### src/rtl/assert_macros.svh
// Assertion macros shared by the RTL; the bodies vanish when SYNTH is defined.
`ifndef ASSERT_MACROS_SVH
`define ASSERT_MACROS_SVH

`ifndef SYNTH
`define ASSERT_ALWAYS(lbl, cond, msg) \
  lbl: assert property (@(posedge clk) disable iff (rst) (cond)) else $error(msg);
`define ASSERT_IMPLIES(lbl, ante, cons, msg) \
  lbl: assert property (@(posedge clk) disable iff (rst) (ante) |-> (cons)) else $error(msg);
`define ASSERT_NEXT(lbl, ante, cons, msg) \
  lbl: assert property (@(posedge clk) disable iff (rst) (ante) |=> (cons)) else $error(msg);
`else
`define ASSERT_ALWAYS(lbl, cond, msg)
`define ASSERT_IMPLIES(lbl, ante, cons, msg)
`define ASSERT_NEXT(lbl, ante, cons, msg)
`endif

`endif

### src/rtl/echte_pkg.sv
// Types and constants of the embedded controller host transaction engine.
`timescale 1ns / 1ps

package echte_pkg;

  typedef enum logic [5:0] {
    PH_IDLE   = 6'b000001,
    PH_W_CMD  = 6'b000010,
    PH_W_ADDR = 6'b000100,
    PH_W_DATA = 6'b001000,
    PH_W_OBF  = 6'b010000,
    PH_W_READ = 6'b100000
  } phase_t;

  // What follows the optional first result of a beat.
  typedef enum logic [2:0] {
    TK_NONE,
    TK_STATUS,
    TK_RDATA,
    TK_WAIT,
    TK_ATTEMPT,
    TK_FINISH
  } tail_t;

  localparam logic [2:0] ACT_STATUS = 3'd0;
  localparam logic [2:0] ACT_CMD    = 3'd1;
  localparam logic [2:0] ACT_WDATA  = 3'd2;
  localparam logic [2:0] ACT_RDATA  = 3'd3;
  localparam logic [2:0] ACT_DONE   = 3'd4;

  localparam logic [7:0] EC_OBF    = 8'h01;
  localparam logic [7:0] EC_IBF    = 8'h02;
  localparam logic [7:0] CMD_READ  = 8'h80;
  localparam logic [7:0] CMD_WRITE = 8'h81;

  localparam logic OP_REQUEST = 1'b0;

  localparam logic [1:0] CFG_RETRY  = 2'd0;
  localparam logic [1:0] CFG_POLL   = 2'd1;
  localparam logic [1:0] CFG_ENDIAN = 2'd2;

  localparam logic [3:0] ATTEMPT_MAX = 4'd15;

  typedef struct packed {
    logic [2:0]  action;
    logic [7:0]  port_byte;
    logic        success;
    logic [15:0] read_value;
  } res_t;

  localparam res_t RES_STATUS = '{ACT_STATUS, 8'h00, 1'b0, 16'h0000};
  localparam res_t RES_RDATA  = '{ACT_RDATA, 8'h00, 1'b0, 16'h0000};
  localparam res_t RES_FAIL   = '{ACT_DONE, 8'h00, 1'b0, 16'h0000};

endpackage

### src/rtl/ec_host_transaction_engine_core.sv
// Host side transaction engine for the embedded controller port handshake.
// The first result of an input beat is registered and shown in the cycle after the beat is taken.
// Throughput: one input beat per cycle while each causes at most one result and the
// output is not stalled; a beat with two results holds the input while the output drains.
// Reset (rst, synchronous) returns to idle, empties the output and loads the
// register defaults: 5 attempts, 100 polls per wait, high byte first in words.
`timescale 1ns / 1ps

`include "assert_macros.svh"

module ec_host_transaction_engine_core
  import echte_pkg::*;
(
  input  logic        clk,
  input  logic        rst,
  input  logic        cfg_valid,
  output logic        cfg_ready,
  input  logic [1:0]  cfg_index,
  input  logic [9:0]  cfg_data,
  input  logic        in_valid,
  output logic        in_stall,
  input  logic        opcode,
  input  logic        is_write,
  input  logic        is_word,
  input  logic [7:0]  reg_addr,
  input  logic [15:0] write_value,
  input  logic [7:0]  port_value,
  output logic        out_valid,
  input  logic        out_stall,
  output logic [2:0]  action,
  output logic [7:0]  port_byte,
  output logic        success,
  output logic [15:0] read_value,
  output logic        last
);

  logic [3:0]  retry_limit;
  logic [9:0]  poll_limit;
  logic        hi_first;

  phase_t      phase, phase_next;
  logic [9:0]  poll_count, poll_count_next;
  logic [3:0]  attempt_count, attempt_count_next;
  logic        req_write, req_write_next;
  logic        req_word, req_word_next;
  logic [7:0]  req_addr, req_addr_next;
  logic [15:0] req_data, req_data_next;
  logic        second_byte, second_byte_next;
  logic [7:0]  first_read_byte, first_read_byte_next;

  res_t        res0, res1;
  logic [1:0]  cnt;

  logic        in_take;
  logic        out_take;

  res_t        pre;
  logic        pre_v;
  res_t        tail;
  logic        tail_v;
  tail_t       tk;
  logic [3:0]  tk_ac;
  phase_t      tk_wait;
  logic [15:0] tk_val;
  logic        status_ok;
  logic [9:0]  poll_inc;
  logic [3:0]  ac_inc;
  logic [7:0]  wbyte;

  assign cfg_ready = 1'b1;

  // The output holds at most one input's results, so the input waits only
  // while those results cannot all be gone by the end of this cycle.
  assign in_stall  = (cnt == 2'd2) || ((cnt == 2'd1) && out_stall);
  assign in_take   = in_valid && !in_stall;
  assign out_valid = (cnt != 2'd0);
  assign out_take  = out_valid && !out_stall;

  assign action     = res0.action;
  assign port_byte  = res0.port_byte;
  assign success    = res0.success;
  assign read_value = res0.read_value;
  assign last       = (cnt == 2'd1);

  assign status_ok = (phase == PH_W_OBF) ? |(port_value & EC_OBF)
                                         : ~|(port_value & EC_IBF);
  assign poll_inc  = poll_count + 10'd1;
  assign ac_inc    = (attempt_count < ATTEMPT_MAX) ? attempt_count + 4'd1 : attempt_count;

  always_comb begin
    if (!req_word) begin
      wbyte = req_data[7:0];
    end else if (hi_first) begin
      wbyte = second_byte ? req_data[7:0] : req_data[15:8];
    end else begin
      wbyte = second_byte ? req_data[15:8] : req_data[7:0];
    end
  end

  always_comb begin
    phase_next           = phase;
    poll_count_next      = poll_count;
    attempt_count_next   = attempt_count;
    req_write_next       = req_write;
    req_word_next        = req_word;
    req_addr_next        = req_addr;
    req_data_next        = req_data;
    second_byte_next     = second_byte;
    first_read_byte_next = first_read_byte;
    pre_v   = 1'b0;
    pre     = RES_STATUS;
    tk      = TK_NONE;
    tk_ac   = attempt_count;
    tk_wait = phase;
    tk_val  = 16'h0000;
    tail_v  = 1'b0;
    tail    = RES_STATUS;

    if (in_take) begin
      if (opcode == OP_REQUEST) begin
        if (phase == PH_IDLE) begin
          req_write_next       = is_write;
          req_word_next        = is_word;
          req_addr_next        = reg_addr;
          req_data_next        = write_value;
          second_byte_next     = 1'b0;
          first_read_byte_next = 8'h00;
          tk    = TK_ATTEMPT;
          tk_ac = 4'd0;
        end
      end else if (phase == PH_W_READ) begin
        if (!req_word) begin
          tk     = TK_FINISH;
          tk_val = {8'h00, port_value};
        end else if (!second_byte) begin
          first_read_byte_next = port_value;
          second_byte_next     = 1'b1;
          tk    = TK_ATTEMPT;
          tk_ac = 4'd0;
        end else begin
          tk     = TK_FINISH;
          tk_val = hi_first ? {first_read_byte, port_value}
                            : {port_value, first_read_byte};
        end
      end else if (phase != PH_IDLE) begin
        if (!status_ok) begin
          poll_count_next = poll_inc;
          if (poll_inc >= poll_limit) begin
            tk    = TK_ATTEMPT;
            tk_ac = ac_inc;
          end else begin
            tk = TK_STATUS;
          end
        end else begin
          unique case (phase)
            PH_W_CMD: begin
              pre_v   = 1'b1;
              pre     = '{ACT_CMD, req_write ? CMD_WRITE : CMD_READ, 1'b0, 16'h0000};
              tk      = TK_WAIT;
              tk_wait = PH_W_ADDR;
            end
            PH_W_ADDR: begin
              pre_v   = 1'b1;
              pre     = '{ACT_WDATA, req_addr + {7'd0, second_byte}, 1'b0, 16'h0000};
              tk      = TK_WAIT;
              tk_wait = PH_W_DATA;
            end
            PH_W_DATA: begin
              if (!req_write) begin
                tk      = TK_WAIT;
                tk_wait = PH_W_OBF;
              end else begin
                pre_v = 1'b1;
                pre   = '{ACT_WDATA, wbyte, 1'b0, 16'h0000};
                if (req_word && !second_byte) begin
                  second_byte_next = 1'b1;
                  tk    = TK_ATTEMPT;
                  tk_ac = 4'd0;
                end else begin
                  tk = TK_FINISH;
                end
              end
            end
            PH_W_OBF: begin
              phase_next = PH_W_READ;
              tk         = TK_RDATA;
            end
            default: begin
              tk = TK_NONE;
            end
          endcase
        end
      end
    end

    case (tk)
      TK_STATUS: begin
        tail_v = 1'b1;
        tail   = RES_STATUS;
      end
      TK_RDATA: begin
        tail_v = 1'b1;
        tail   = RES_RDATA;
      end
      TK_WAIT: begin
        tail_v = 1'b1;
        // With no polls allowed the wait fails at once and counts an attempt; no retry is started.
        if (poll_limit == 10'd0) begin
          attempt_count_next = ac_inc;
          phase_next         = PH_IDLE;
          tail               = RES_FAIL;
        end else begin
          phase_next      = tk_wait;
          poll_count_next = 10'd0;
          tail            = RES_STATUS;
        end
      end
      TK_ATTEMPT: begin
        tail_v             = 1'b1;
        attempt_count_next = tk_ac;
        if ((tk_ac >= retry_limit) || (poll_limit == 10'd0)) begin
          phase_next = PH_IDLE;
          tail       = RES_FAIL;
        end else begin
          phase_next      = PH_W_CMD;
          poll_count_next = 10'd0;
          tail            = RES_STATUS;
        end
      end
      TK_FINISH: begin
        tail_v     = 1'b1;
        phase_next = PH_IDLE;
        tail       = '{ACT_DONE, 8'h00, 1'b1, tk_val};
      end
      default: begin
        tail_v = 1'b0;
      end
    endcase
  end

  always_ff @(posedge clk) begin
    if (rst) begin
      retry_limit <= 4'd5;
      poll_limit  <= 10'd100;
      hi_first    <= 1'b1;
    end else if (cfg_valid && cfg_ready) begin
      case (cfg_index)
        CFG_RETRY:  retry_limit <= cfg_data[3:0];
        CFG_POLL:   poll_limit  <= cfg_data;
        CFG_ENDIAN: hi_first    <= cfg_data[0];
        default: begin
        end
      endcase
    end
  end

  always_ff @(posedge clk) begin
    if (rst) begin
      phase           <= PH_IDLE;
      poll_count      <= 10'd0;
      attempt_count   <= 4'd0;
      req_write       <= 1'b0;
      req_word        <= 1'b0;
      req_addr        <= 8'h00;
      req_data        <= 16'h0000;
      second_byte     <= 1'b0;
      first_read_byte <= 8'h00;
    end else begin
      phase           <= phase_next;
      poll_count      <= poll_count_next;
      attempt_count   <= attempt_count_next;
      req_write       <= req_write_next;
      req_word        <= req_word_next;
      req_addr        <= req_addr_next;
      req_data        <= req_data_next;
      second_byte     <= second_byte_next;
      first_read_byte <= first_read_byte_next;
    end
  end

  always_ff @(posedge clk) begin
    if (rst) begin
      cnt <= 2'd0;
    end else if (in_take) begin
      cnt <= {1'b0, pre_v} + {1'b0, tail_v};
    end else if (out_take) begin
      cnt <= cnt - 2'd1;
    end
  end

  always_ff @(posedge clk) begin
    if (in_take) begin
      res0 <= pre_v ? pre : tail;
      res1 <= tail;
    end else if (out_take) begin
      res0 <= res1;
    end
  end

  `ASSERT_ALWAYS(a_cnt_range, cnt != 2'd3, "result count out of range")
  `ASSERT_IMPLIES(a_done_last, out_valid && (action == ACT_DONE), last,
                  "complete beat not marked last")
  `ASSERT_IMPLIES(a_pair_order, cnt == 2'd2, res0.action != ACT_DONE,
                  "complete beat queued ahead of another result")
  `ASSERT_NEXT(a_request_answers, in_take && (opcode == OP_REQUEST) && (phase == PH_IDLE),
               out_valid, "request beat produced no result")

endmodule
### config.mk
export PLATFORM = sky130hd
export DESIGN_NAME = ec_host_transaction_engine_core
export DESIGN_NICKNAME = d
export VERILOG_FILES = /design/src/rtl/echte_pkg.sv /design/src/rtl/ec_host_transaction_engine_core.sv
export VERILOG_INCLUDE_DIRS = /design/src /design/src/rtl
export SDC_FILE = /design/constraint.sdc
export NUM_CORES = 1
export LEC_CHECK = 0
export ABC_AREA = 1
export ABC_CLOCK_PERIOD_IN_PS = 7700
export BUFFER_PORTS_ARGS = -buffer_cell sky130_fd_sc_hd__buf_2
export CORE_ASPECT_RATIO = 1.75
export CORE_MARGIN = 2
export CORE_UTILIZATION = 62
export CTS_CLUSTER_DIAMETER = 120
export DETAILED_ROUTE_END_ITERATION = 7
export PLACE_DENSITY = 0.87
export SETUP_SLACK_MARGIN = 0.15
export SYNTH_ARGS = -nofsm -noshare
export SYNTH_HDL_FRONTEND = slang
export SYNTH_SLANG_ARGS = --single-unit
### constraint.sdc
create_clock -name clk -period 7.7 [get_ports clk]
set_input_delay 1.155 -clock clk [delete_from_list [all_inputs] [get_ports clk]]
set_output_delay 1.155 -clock clk [all_outputs]
set_load 0.01 [all_outputs]
### After elaboration in Yosys (flattened, before gate mapping)

Cells that the tools add are included.

| word-level totals | value |
|---|---|
| register bits | 128 |
| latch bits | 0 |
| memory bits (writable) | 0 |
| memory bits (read-only) | 0 |
| output and inout bits | 32 |
| word-level logic and storage cells | 193 |
| memories kept | 0 |

| operators by class | value |
|---|---|
| add/subtract/negate cells | 5 |
| $mul | 0 |
| div/mod/pow operators | 0 |
| order comparisons | 3 |
| equal/unequal tests | 34 |
| shifts and indexed selects | 0 |
| muxes and demuxes | 98 |
| bitwise logic cells | 1 |
| reductions and logical operators | 31 |

Operator list:

| kind | count |
|---|---|
| 2-to-1 mux 28 bit | 5 |
| 2-to-1 mux 27 bit | 5 |
| case mux 28 bit (4 select lines) | 1 |
| case mux 27 bit (3 select lines) | 1 |
| 2-to-1 mux 16 bit | 5 |
| 2-to-1 mux 6 bit | 13 |
| 2-to-1 mux 8 bit | 9 |
| 2-to-1 mux 10 bit | 7 |
| 2-to-1 mux 4 bit | 14 |
| case mux 6 bit (3 select lines) | 2 |
| 2-to-1 mux 3 bit | 8 |
| 2-to-1 mux 1 bit | 21 |
| case mux 10 bit (2 select lines) | 1 |
| nonzero test 4 bit | 5 |
| inequality test 3 bit, second input constant | 6 |
| inequality test 3 x 1 -> 1 bit, second input constant | 5 |
| AND reduction 13 bit | 1 |
| adder 10 x 1 -> 10 bit, second input constant | 1 |
| >= comparator 10 bit | 1 |
| zero test 10 bit | 1 |
| case mux 3 bit (3 select lines) | 1 |
| adder 8 x 1 -> 8 bit | 1 |
| case mux 4 bit (2 select lines) | 1 |
| AND reduction 2 bit | 4 |
| other kinds (35) | 53 |

### Longest topological paths before layout

| logic depth | value |
|---|---|
| depth after elaboration | 16 |
| mapped depth | 31 |
| mapped depth without buffers | 31 |

### Worst setup path before layout

Ideal clock, no wire load.

| path | value |
|---|---|
| path kind | input port to flip-flop |
| start | input out_stall |
| end | register res0 (netlist bit action[2]), data pin |
| setup time | 0.252 ns |
| arrival | 3.750 ns |
| required time | 7.448 ns |
| slack | 3.698 ns |
| stages | 17 |
| cells stage by stage | nand2_1 > nand3_2 > clkinv_1 > o21ai_1 > inv_1 > nand3_2 > inv_1 > o21ai_0 > ha_1 > a21boi_0 > o21a_1 > o21ai_0 > nand2_1 > nand2_1 > nand2_1 > nand2_1 > nand2_1 |

RTL lines:

| what | RTL line | text |
|---|---|---|
| start: declaration | ec_host_transaction_engine_core.sv:29 | `input logic out_stall,` |
| end signal: assignment | ec_host_transaction_engine_core.sv:293 | `res0 <= pre_v ? pre : tail;` |
| end signal: assignment | ec_host_transaction_engine_core.sv:296 | `res0 <= res1;` |
| end: declaration | ec_host_transaction_engine_core.sv:51 | `res_t res0, res1;` |

==> results_dict.tcl <==
set metrics [dict create \
    cap_violations 0 \
    place.gp.congestion 1.014 \
    grt_pass1_vias 5718 \
    reg2reg_depth 31 \
    syn-cell-area_um2 6201 \
    setup-tns-final_ps 0 \
    drv_slew 0 \
    end_kind "flop" \
    dr_wl_met3_um 975 \
    fin_total_pwr_mw 1.928 \
    drive_gt1_frac 0.1783 \
    min_path_type "flop to flop" \
    vdd_drop_max_v 0.0001898 \
    p_leak_nw 3.383 \
    vias_per_cell 5.667 \
    cts_setup_buffers 0 \
    synth_cell_type_count 46 \
    cts_resized 0 \
    path_clk_slew_ps 60 \
    rsz0062_at_grt "false" \
    path_class "flop to flop" \
    hp-start "req_data[7]" \
    port_buffers 82 \
    start_util 0.6334 \
    drt_first_pass_iters 6 \
    seq_area_frac_synth 0.4600 \
    ys.flop_type "dfxtp_1" \
    fmaxAchievable_mhz 211.1 \
    synth_fp_nets 855 \
    startpoint_type "flop" \
    wl_met2_mm 8.678 \
    grt_max_degree 41 \
    hold_viol 0 \
    routed_wl_mm 16.02 \
    min_period_ps 4737 \
    cts_tree "yes" \
    skew_ps 3.986 \
    ys_top_cells_by_area "dfxtp_1 23%, edfxtp_1 23%, nand2_1 9.0%, inv_1 6.5%, o21ai_0 5.6%" \
    grt-ovfl-total 0 \
    path_max_fanout 7 \
    io_pins 84 \
    final_nets 936 \
    postSynthAreaPerCell_um2 7.940 \
    die-height_um 136.3 \
    path_common_cell "nand2_1" \
    yosysTopAreaCellShare 0.2324 \
    worst_pin_slew_ps 1231 \
    synth-seq-cells 119 \
    vias 5667 \
    ant_nets 0 \
    synth_edf_count 47 \
    r2r-start "poll_count[2]" \
    hold_depth 2 \
    status "completed" \
    power_density_nw_per_um2 262.8 \
    required_ps 7870 \
    dieArea_um2 10850 \
    synth_cells 781 \
    cts_buffer_depth 2 \
    crit_family "simple AND/OR/NAND/NOR gates" \
    holdPathEnd "req_data[7]" \
    hpwl_mm 11.25 \
    die_w_um 79.60 \
    highest_layer "met4" \
    slowest_stage "dfxtp_1" \
    cts_max_level 4 \
    area_delta_synth_final_pct 18.28 \
    rrSetupSlack_ps 2960 \
    rr_endpoint "action[2]" \
    clock-sinks 119 \
    drc 0 \
    met1Wirelength_mm 5.567 \
    crit_buf_inv 6 \
    grt_pass1_wl_mm 26.05 \
    drt_iter0_markers 431 \
    hold_buffers 0 \
    setup_viol 0 \
    arrival_ps 4900 \
    cts_inserted_buffers 17 \
    fin_crit_sh 0.6152 \
    diodes 0 \
    antenna_found_initial 0 \
    critPathMaxStageDelay_ps 430 \
    yosysWarnings 0 \
    synth_area_leader_cell "dfxtp_1" \
    num_rows 48 \
    clk_latency_ps 410 \
    grt_usage 0.3116 \
    coreArea_um2 9789 \
    drt-wirelength-per-cell_um 16.02 \
    cts_root_buf "clkbuf_16" \
    ys_async_sr_fraction 0 \
    relSlewSlack 0.1791 \
]
## cells in the mapped netlist, types with 5 or more instances
cell type	instances
a21oi_1	51
o211ai_1	18
edfxtp_1	47
clkbuf_1	17
xor2_1	12
dfxtp_1	72
nand2_2	7
inv_1	107
nand3_1	36
a211oi_1	12
o21ai_0	70
nand4_1	7
ha_1	22
nor2_1	82
nand2_1	149
nor3_1	10
nor2_2	9
nor2_4	5
inv_2	6
## per-layer routing
metal | track usage | vias up
met4 | 0.1801 | 0
li1 | - | 2743
met3 | 0.06242 | 70
met5 | 0 | -
met1 | 0.3079 | 2594
met2 | 0.5840 | 260
## logic make-up (layout without fill, tap and decap cells)
group	Yosys count	count (layout)	share of synthesized area
AOI/OAI and AO/OA	167	167	0.1521
muxes	1	1	0.001614
DFF	119	119	0.4600
adders and majority gates	22	22	0.04439
buffers and inverters	140	234	0.08737
and+or+nand+nor	318	318	0.2355
xor gates and xnor gates	13	13	0.01836
other	1	1	0.0006047
## sequential cells by signal, indices dropped and copies added, names as in the netlist, 2 cells and up
| register | count |
|---|---|
| action | 3 |
| attempt_count | 4 |
| cnt | 2 |
| first_read_byte | 8 |
| phase | 6 |
| poll_count | 10 |
| poll_limit | 10 |
| port_byte | 8 |
| read_value | 16 |
| req_addr | 8 |
| req_data | 16 |
| res1 | 19 |
| retry_limit | 4 |
## worst reg2reg max path, delay by kind of cell, from the launching register on
kind / cells / cell delay (ps)
compound gates: 4 / 600
fa+ha+maj: 2 / 560
xor+xnor: 1 / 180
simple gates: 18 / 2160
flops: 1 / 430
buf+inv: 6 / 550
## worst max path at each step
stage | from | slack, ps | to | cells past startpoint
after floorplan | out_stall | 3700 | action[2] | 17
after global placement | poll_count[2] | 3450 | action[2] | 31
after detailed placement | poll_count[2] | 3160 | action[2] | 31
after CTS | poll_count[2] | 3050 | action[2] | 31
after global routing | poll_count[0] | 2500 | action[2] | 31
final | poll_count[2] | 2960 | action[2] | 31
## power breakdown
group	switching, mW	total (mW)	internal [mW]
Sequential	0.0308	0.779	0.749
Clock	0.285	0.857	0.572
Combinational	0.198	0.292	0.0940
Total	0.513	1.93	1.41
## area by class of cell
class | instances | area [um^2]
clock buffers | 19 | 432.9
clock inverters | 13 | 202.7
fillers | 707 | 2455
inverters | 115 | 431.7
multi-input cells | 522 | 2810
flip-flops and latches | 119 | 2853
well taps | 125 | 156.4
repair buffers | 87 | 447.9
## layout by cell type, fill, tap and decap left out, types with 2 or more instances in the layout
| cell type | count |
|---|---|
| a211oi_1 | 12 |
| a21o_1 | 2 |
| a21oi_1 | 51 |
| a31oi_1 | 2 |
| buf_2 | 82 |
| buf_4 | 5 |
| bufinv_16 | 5 |
| clkbuf_1 | 2 |
| clkbuf_16 | 17 |
| clkinv_1 | 4 |
| clkinvlp_4 | 3 |
| dfxtp_1 | 72 |
| edfxtp_1 | 47 |
| ha_1 | 22 |
| inv_1 | 107 |
| inv_2 | 6 |
| nand2_1 | 149 |
| nand2_2 | 7 |
| nand3_1 | 36 |
| nand3_2 | 4 |
| nand4_1 | 7 |
| nand4_2 | 2 |
| nor2_1 | 82 |
| nor2_2 | 9 |
| nor2_4 | 5 |
| nor2_8 | 2 |
| nor3_1 | 10 |
| o211ai_1 | 18 |
| o21ai_0 | 70 |
| o21ai_1 | 3 |
| o21ai_2 | 2 |
| xor2_1 | 12 |
## metrics by stage
step           utilization  cells  hold WS, ps  worst slack (ps)  area, um^2
6_report            0.7492   1000        456.7              2963        7335
5_1_grt             0.7492   1000        467.9              2500        7335
4_1_cts             0.7492   1000        455.1              3053        7335
3_5_place_dp        0.6843    968        447.5              3156        6699
3_3_place_gp        0.6843    968        438.7              3449        6699
2_1_floorplan            -    781        429.7              3698        6201
Note: power is estimated with default switching activity, not from simulation.
